### src/rtl/itr_pkg.sv
// ----------------------------------------------------------------------------
// itr_pkg: shared definitions for the integer to text converter
// Word size, character codes, sequencer states and the digit encoder.
// ----------------------------------------------------------------------------
package itr_pkg;

   // integer word and derived widths
   localparam int WORD_BITS  = 32;
   localparam int CNT_BITS   = $clog2(WORD_BITS + 1);
   localparam int IDX_BITS   = $clog2(WORD_BITS);
   localparam int RADIX_BITS = 6;
   localparam int CHAR_BITS  = 7;

   // base limits and fixed characters
   localparam logic [RADIX_BITS-1:0] RADIX_MIN   = RADIX_BITS'(2);
   localparam logic [RADIX_BITS-1:0] RADIX_MAX   = RADIX_BITS'(36);
   localparam logic [RADIX_BITS-1:0] RADIX_RESET = RADIX_BITS'(10);
   localparam logic [CHAR_BITS-1:0]  SIGN_CHAR   = CHAR_BITS'(45);
   localparam logic [CHAR_BITS-1:0]  NUL_CHAR    = CHAR_BITS'(0);

   // sequencer states, one-hot
   typedef enum logic [4:0] {
      ST_IDLE   = 5'b00001,
      ST_DIVIDE = 5'b00010,
      ST_SIGN   = 5'b00100,
      ST_EMIT   = 5'b01000,
      ST_TERM   = 5'b10000
   } state_type;

   // digit value to lower-case ascii
   function automatic logic [CHAR_BITS-1:0] digit_char(input logic [RADIX_BITS-1:0] d);
      logic [CHAR_BITS-1:0] dx;
      dx = CHAR_BITS'(d);
      if (d < RADIX_BITS'(10)) begin
         digit_char = CHAR_BITS'(48) + dx;
      end else begin
         digit_char = CHAR_BITS'(87) + dx;
      end
   endfunction

endpackage

### src/rtl/integer_to_text_radix_top.sv
// ----------------------------------------------------------------------------
// integer_to_text_radix_top: signed integer to text in a configurable base
// Restoring divider under a small sequencer, digit store, character output.
// ----------------------------------------------------------------------------
// An item is taken when start is high and busy is low; busy then stays high
// until the text is out. Each character appears for one cycle with rsp_valid
// and cannot be held off, so the receiver must take every beat as it comes.
// The text is '-' for a negative value, the digits most significant first,
// then a NUL with rsp_last set. A base outside 2 to 36 gives only the NUL.
// Each digit takes one bit-serial division pass over all WORD_BITS bits through
// the shared 7-bit subtract/compare unit; the characters then follow at one
// per cycle. Busy stays high through the divisions and the sign and digit
// beats; an invalid base goes straight to the terminator.
// The NUL beat comes out in the same cycle that busy falls, and the next item can
// be taken in that same cycle. The character beats follow the last division.
module integer_to_text_radix_top (
   input  logic                              clock,
   input  logic                              reset,
   input  logic                              start,
   output logic                              busy,
   input  logic signed [itr_pkg::WORD_BITS-1:0] req_value,
   input  logic                              csr_write_enable,
   input  logic [itr_pkg::RADIX_BITS-1:0]    csr_write_data,
   output logic                              rsp_valid,
   output logic [itr_pkg::CHAR_BITS-1:0]     rsp_character,
   output logic                              rsp_last
);
   import itr_pkg::*;

   state_type                 state_ff, state_in;
   logic [RADIX_BITS-1:0]     radix_ff;
   logic [WORD_BITS-1:0]      quo_ff, quo_in;
   logic [RADIX_BITS-1:0]     rem_ff, rem_in;
   logic [IDX_BITS-1:0]       bit_ff, bit_in;
   logic [CNT_BITS-1:0]       cnt_ff, cnt_in;
   logic                      neg_ff, neg_in;
   logic                      rsp_valid_ff, rsp_valid_in;
   logic [CHAR_BITS-1:0]      rsp_char_ff, rsp_char_in;
   logic                      rsp_last_ff, rsp_last_in;
   logic [RADIX_BITS-1:0]     digit_mem [WORD_BITS];
   logic [RADIX_BITS-1:0]     digit_ff;

   logic                      accept;
   logic                      radix_ok;
   logic [RADIX_BITS:0]       trial;
   logic                      ge;
   logic [RADIX_BITS:0]       diff;
   logic [RADIX_BITS-1:0]     digit_val;
   logic                      digit_done;
   logic                      digit_we;
   logic [CNT_BITS-1:0]       cnt_dec;
   logic [IDX_BITS-1:0]       rd_idx;
   logic [WORD_BITS-1:0]      in_mag;

   assign busy     = (state_ff != ST_IDLE);
   assign accept   = start && !busy;
   assign radix_ok = (radix_ff >= RADIX_MIN) && (radix_ff <= RADIX_MAX);
   assign in_mag   = req_value[WORD_BITS-1] ? (~req_value + WORD_BITS'(1)) : req_value;

   // shared restoring divide step: one quotient bit per cycle
   assign trial      = {rem_ff, quo_ff[WORD_BITS-1]};
   assign ge         = (trial >= {1'b0, radix_ff});
   assign diff       = trial - {1'b0, radix_ff};
   assign digit_val  = ge ? diff[RADIX_BITS-1:0] : trial[RADIX_BITS-1:0];
   assign digit_done = (bit_ff == IDX_BITS'(WORD_BITS - 1));
   assign cnt_dec    = cnt_ff - CNT_BITS'(1);

   // sequencer
   always_comb begin
      state_in     = state_ff;
      quo_in       = quo_ff;
      rem_in       = rem_ff;
      bit_in       = bit_ff;
      cnt_in       = cnt_ff;
      neg_in       = neg_ff;
      digit_we     = 1'b0;
      rsp_valid_in = 1'b0;
      rsp_char_in  = NUL_CHAR;
      rsp_last_in  = 1'b0;
      case (state_ff)
         ST_IDLE: begin
            if (accept) begin
               quo_in = in_mag;
               rem_in = '0;
               bit_in = '0;
               cnt_in = '0;
               neg_in = req_value[WORD_BITS-1];
               state_in = radix_ok ? ST_DIVIDE : ST_TERM;
            end
         end
         ST_DIVIDE: begin
            rem_in = digit_val;
            quo_in = {quo_ff[WORD_BITS-2:0], ge};
            bit_in = bit_ff + IDX_BITS'(1);
            if (digit_done) begin
               digit_we = 1'b1;
               cnt_in   = cnt_ff + CNT_BITS'(1);
               bit_in   = '0;
               if (quo_in == '0) begin
                  state_in = neg_ff ? ST_SIGN : ST_EMIT;
               end else begin
                  rem_in = '0;
               end
            end
         end
         ST_SIGN: begin
            rsp_valid_in = 1'b1;
            rsp_char_in  = SIGN_CHAR;
            state_in     = ST_EMIT;
         end
         ST_EMIT: begin
            rsp_valid_in = 1'b1;
            rsp_char_in  = digit_char(digit_ff);
            cnt_in       = cnt_dec;
            if (cnt_dec == '0) begin
               state_in = ST_TERM;
            end
         end
         ST_TERM: begin
            rsp_valid_in = 1'b1;
            rsp_char_in  = NUL_CHAR;
            rsp_last_in  = 1'b1;
            state_in     = ST_IDLE;
         end
         default: begin
            state_in = ST_IDLE;
         end
      endcase
   end

   // control registers
   always_ff @(posedge clock) begin
      if (reset) begin
         state_ff     <= ST_IDLE;
         radix_ff     <= RADIX_RESET;
         rsp_valid_ff <= 1'b0;
         cnt_ff       <= '0;
         bit_ff       <= '0;
      end else begin
         state_ff     <= state_in;
         rsp_valid_ff <= rsp_valid_in;
         cnt_ff       <= cnt_in;
         bit_ff       <= bit_in;
         if (csr_write_enable) begin
            radix_ff <= csr_write_data;
         end
      end
   end

   // datapath and output beat registers
   always_ff @(posedge clock) begin
      quo_ff      <= quo_in;
      rem_ff      <= rem_in;
      neg_ff      <= neg_in;
      rsp_char_ff <= rsp_char_in;
      rsp_last_ff <= rsp_last_in;
   end

   // digit store, least significant digit first; read one digit ahead
   assign rd_idx = cnt_in[IDX_BITS-1:0] - IDX_BITS'(1);

   always_ff @(posedge clock) begin
      if (digit_we) begin
         digit_mem[cnt_ff[IDX_BITS-1:0]] <= digit_val;
      end
      digit_ff <= digit_we ? digit_val : digit_mem[rd_idx];
   end

   assign rsp_valid     = rsp_valid_ff;
   assign rsp_character = rsp_char_ff;
   assign rsp_last      = rsp_last_ff;

   // checks
   a_last_is_nul: assert property (@(posedge clock) disable iff (reset)
      rsp_valid_ff && rsp_last_ff |-> rsp_char_ff == NUL_CHAR)
      else $error("last beat is not the terminator");

   a_last_then_idle: assert property (@(posedge clock) disable iff (reset)
      rsp_valid_ff && rsp_last_ff |-> state_ff == ST_IDLE)
      else $error("sequencer not idle after terminator");

   a_bad_radix_term: assert property (@(posedge clock) disable iff (reset)
      accept && !radix_ok |=> state_ff == ST_TERM)
      else $error("invalid base did not go straight to terminator");

   a_no_beat_dividing: assert property (@(posedge clock) disable iff (reset)
      state_ff == ST_DIVIDE |-> !rsp_valid_ff)
      else $error("beat issued while dividing");

   a_count_bound: assert property (@(posedge clock) disable iff (reset)
      cnt_ff <= CNT_BITS'(WORD_BITS))
      else $error("digit count overflow");

endmodule
### config.mk
export PLATFORM = sky130hd
export DESIGN_NAME = integer_to_text_radix_top
export DESIGN_NICKNAME = d
export VERILOG_FILES = /design/src/rtl/itr_pkg.sv /design/src/rtl/integer_to_text_radix_top.sv
export SDC_FILE = /design/constraint.sdc
export NUM_CORES = 1
export LEC_CHECK = 0
export ABC_AREA = 1
export BUFFER_PORTS_ARGS = -buffer_cell sky130_fd_sc_hd__buf_2
export CAP_MARGIN = 10
export CORE_UTILIZATION = 56
export CTS_CLUSTER_SIZE = 30
export DETAILED_ROUTE_END_ITERATION = 7
export PLACE_DENSITY = 0.73
export SLEW_MARGIN = 20
export SYNTH_ARGS = -nofsm -noshare
export SYNTH_HDL_FRONTEND = slang
export SYNTH_SLANG_ARGS = --single-unit
### constraint.sdc
create_clock -name clock -period 3.3 [get_ports clock]
set_input_delay 0.33 -clock clock [delete_from_list [all_inputs] [get_ports clock]]
set_output_delay 0.33 -clock clock [all_outputs]
set_load 0.1 [all_outputs]
==> impl_metrics.json <==
{
  "final_area_mm2": 0.01381,
  "crit_arrival_ns": 3.16,
  "end_kind": "flop",
  "ir_drop_mv": 0.4804,
  "required_ns": 3.49,
  "gr-total-overflow": 0,
  "core-area_mm2": 0.02182,
  "routedWlPerCell_um": 17.22,
  "ios": 52,
  "ys_seq_area_frac": 0.6138,
  "rows": 54,
  "antenna_found_initial": 0,
  "synth_cell_types": 42,
  "ys_warn_count": 0,
  "num_vias": 9068,
  "htree_levels": 1,
  "io_buffers": 51,
  "grt_pass1_vias": 8615,
  "syn2layout_area_growth_pct": 10.70,
  "hold_viol": 0,
  "grt_usage": 0.2449,
  "slew_violations": 0,
  "synth-async-reset-ratio": 0,
  "synth_edf_count": 231,
  "path_max_fanout": 32,
  "num-nets-final": 1365,
  "final_common_cell": "nand2_1",
  "clock.fmax_ghz": 0.3368,
  "gp_congestion": 0.8760,
  "power_density_mw_per_mm2": 810.2,
  "maxCapViolations": 0,
  "cts_tree": "done",
  "design.die.area_mm2": 0.02288,
  "first_pass_iters": 5,
  "grt_pass1_wl_um": 43220,
  "fillers": 1755,
  "drtAntennaViolNets": 0,
  "fin_crit_ns": 2.969,
  "initial_core_util": 0.5716,
  "clk_path_buf_depth": 3,
  "totalWireLength_um": 27580,
  "drt_iter0_drc": 684,
  "hold_path.class": "in -> reg",
  "power_leakage_nw": 5.228,
  "fin_skew_ns": 0.01697,
  "r2r_slack_ns": 0.33,
  "layout_common_cells": "289 x nand2_1, 231 x edfxtp_1, 157 x nand3_1",
  "synth_cells": 1248,
  "post_cts_buffers": 0,
  "cts_sinks": 267,
  "ys.flop_type": "edfxtp_1",
  "synthesis.nets": 1312,
  "grt_max_degree": 97,
  "drive_above_1_share": 0.1044,
  "worst_pin_slew_ns": 1.019,
  "multi_input_area_mm2": 0.004135,
  "clk_latency_ns": 0.54,
  "cts_inserted_buffers": 28,
  "crit_type": "reg -> reg",
  "finalCritPeriodShare": 0.8998,
  "area.sequential_mm2": 0.007659,
  "antenna_cells": 0,
  "viasPerCell": 5.660,
  "synth_area_mm2": 0.01247,
  "avgSynthCellArea_um2": 9.996,
  "clkTransAtPathRegs_ns": 0.06,
  "place_area_mm2": 0.01292,
  "rsz0062_at_grt": "no",
  "die_h_um": 151.3,
  "setup_violations": 0,
  "ys_seq_elements": 267,
  "fin_setup_tns_ns": 0,
  "outcome": "finished clean",
  "hpwl_um": 17960,
  "relSlewSlack": 0.3201,
  "clockRootBuffer": "clkbuf_16",
  "drc": 0,
  "die_width_um": 151.3,
  "cp-start-kind": "flop"
}
[layer usage]
| layer | share of wire | track usage |
|---|---|---|
| met3 | 0.063 | 0.03584 |
| met2 | 0.48 | 0.4041 |
| met5 | 0 | 0 |
| met1 | 0.43 | 0.3257 |
| met4 | 0.030 | 0.09750 |
[critical path: stages, from the launching register on]
cell	delay (ns)
dfxtp_1	0.32
inv_1	0.06
ha_1	0.36
a21oi_1	0.15
o21ai_1	0.10
nand3_1	0.08
nand3b_1	0.09
and2_1	0.17
nor2_2	0.19
inv_2	0.12
nand2_1	0.08
o21ai_0	0.11
inv_1	0.76
[path summary, 6_finish.rpt]
check                           depth (start not counted)                          to                startpoint
worst max-delay path                                   12  digit_mem[23][0]$_DFFE_PP_  radix_ff[2]$_SDFFE_PP0P_
worst min register to register                          2      bit_ff[3]$_SDFFE_PP0P_    bit_ff[3]$_SDFFE_PP0P_
worst min-delay path                                    3    radix_ff[3]$_SDFFE_PP1P_         csr_write_data[3]
worst max register to register                         12  digit_mem[23][0]$_DFFE_PP_  radix_ff[2]$_SDFFE_PP0P_
[cell families after synthesis]
group / Yosys count / share of synthesized area
compound gates: 151 / 0.06801
xor+xnor: 32 / 0.02247
fa+ha+maj: 22 / 0.02267
buf+inv: 139 / 0.05507
flops: 267 / 0.6138
simple gates: 637 / 0.2180
[cell usage after synthesis (9+ instances only)]
cell,instances,share of area
a21oi_1,27,0.011
nor2_1,138,0.042
ha_1,21,0.021
nand2_1,289,0.087
nand3_1,157,0.063
o21ai_0,83,0.033
edfxtp_1,231,0.56
buf_6,14,0.013
nand4_1,14,0.0070
buf_4,12,0.0072
o221ai_1,13,0.0091
nor3_1,9,0.0036
clkbuf_1,15,0.0045
xor2_1,20,0.014
inv_1,74,0.022
xnor2_1,12,0.0084
nor4_1,11,0.0055
dfxtp_1,36,0.058
[area by class of cell]
| type | count | share of cell area |
|---|---|---|
| well taps | 280 | 0.02537 |
| repair buffers | 77 | 0.03370 |
| flip-flops and latches | 267 | 0.5546 |
| clock inverters | 18 | 0.009785 |
| clock buffers | 33 | 0.05364 |
| inverters | 85 | 0.02347 |
| multi-input cells | 842 | 0.2994 |
[flip-flops by register name, summed over array words and instances (netlist names), named ones only]
signal,cells
rsp_valid,1
digit_mem,192
cnt_ff,6
rem_ff,6
rsp_last,1
rsp_character,7
state_ff,5
bit_ff,5
neg_ff,1
quo_ff,32
radix_ff,6
[stage by stage]
| step | hold slack (ns) | utilization | std cells | power (mW) | setup WS, ns |
|---|---|---|---|---|---|
| floorplan | 0.4093 | - | 1248 | 7.196 | 0.004213 |
| global placement | 0.4501 | 0.5921 | 1550 | 8.119 | 0.4028 |
| detailed placement | 0.4573 | 0.5921 | 1550 | 8.228 | 0.2940 |
| CTS | 0.0008044 | 0.6327 | 1602 | 11.22 | 0.2932 |
| global route | 0.01484 | 0.6328 | 1602 | 11.77 | 0.04941 |
| finish | 0.01952 | 0.6328 | 1602 | 11.19 | 0.3307 |
[where the power goes]
group	switching (mW)	internal, mW
Sequential	0.131	4.55
Clock	1.26	1.75
Combinational	2.57	0.936
Total	3.96	7.23
[what timing repair did]
action / 4_1_cts / 5_1_grt
hold buffers: 1 / 0
endpoints found under the hold margin: 1 / 0
gates resized for setup: 0 / 0
Power figures use the tool's default switching activity.
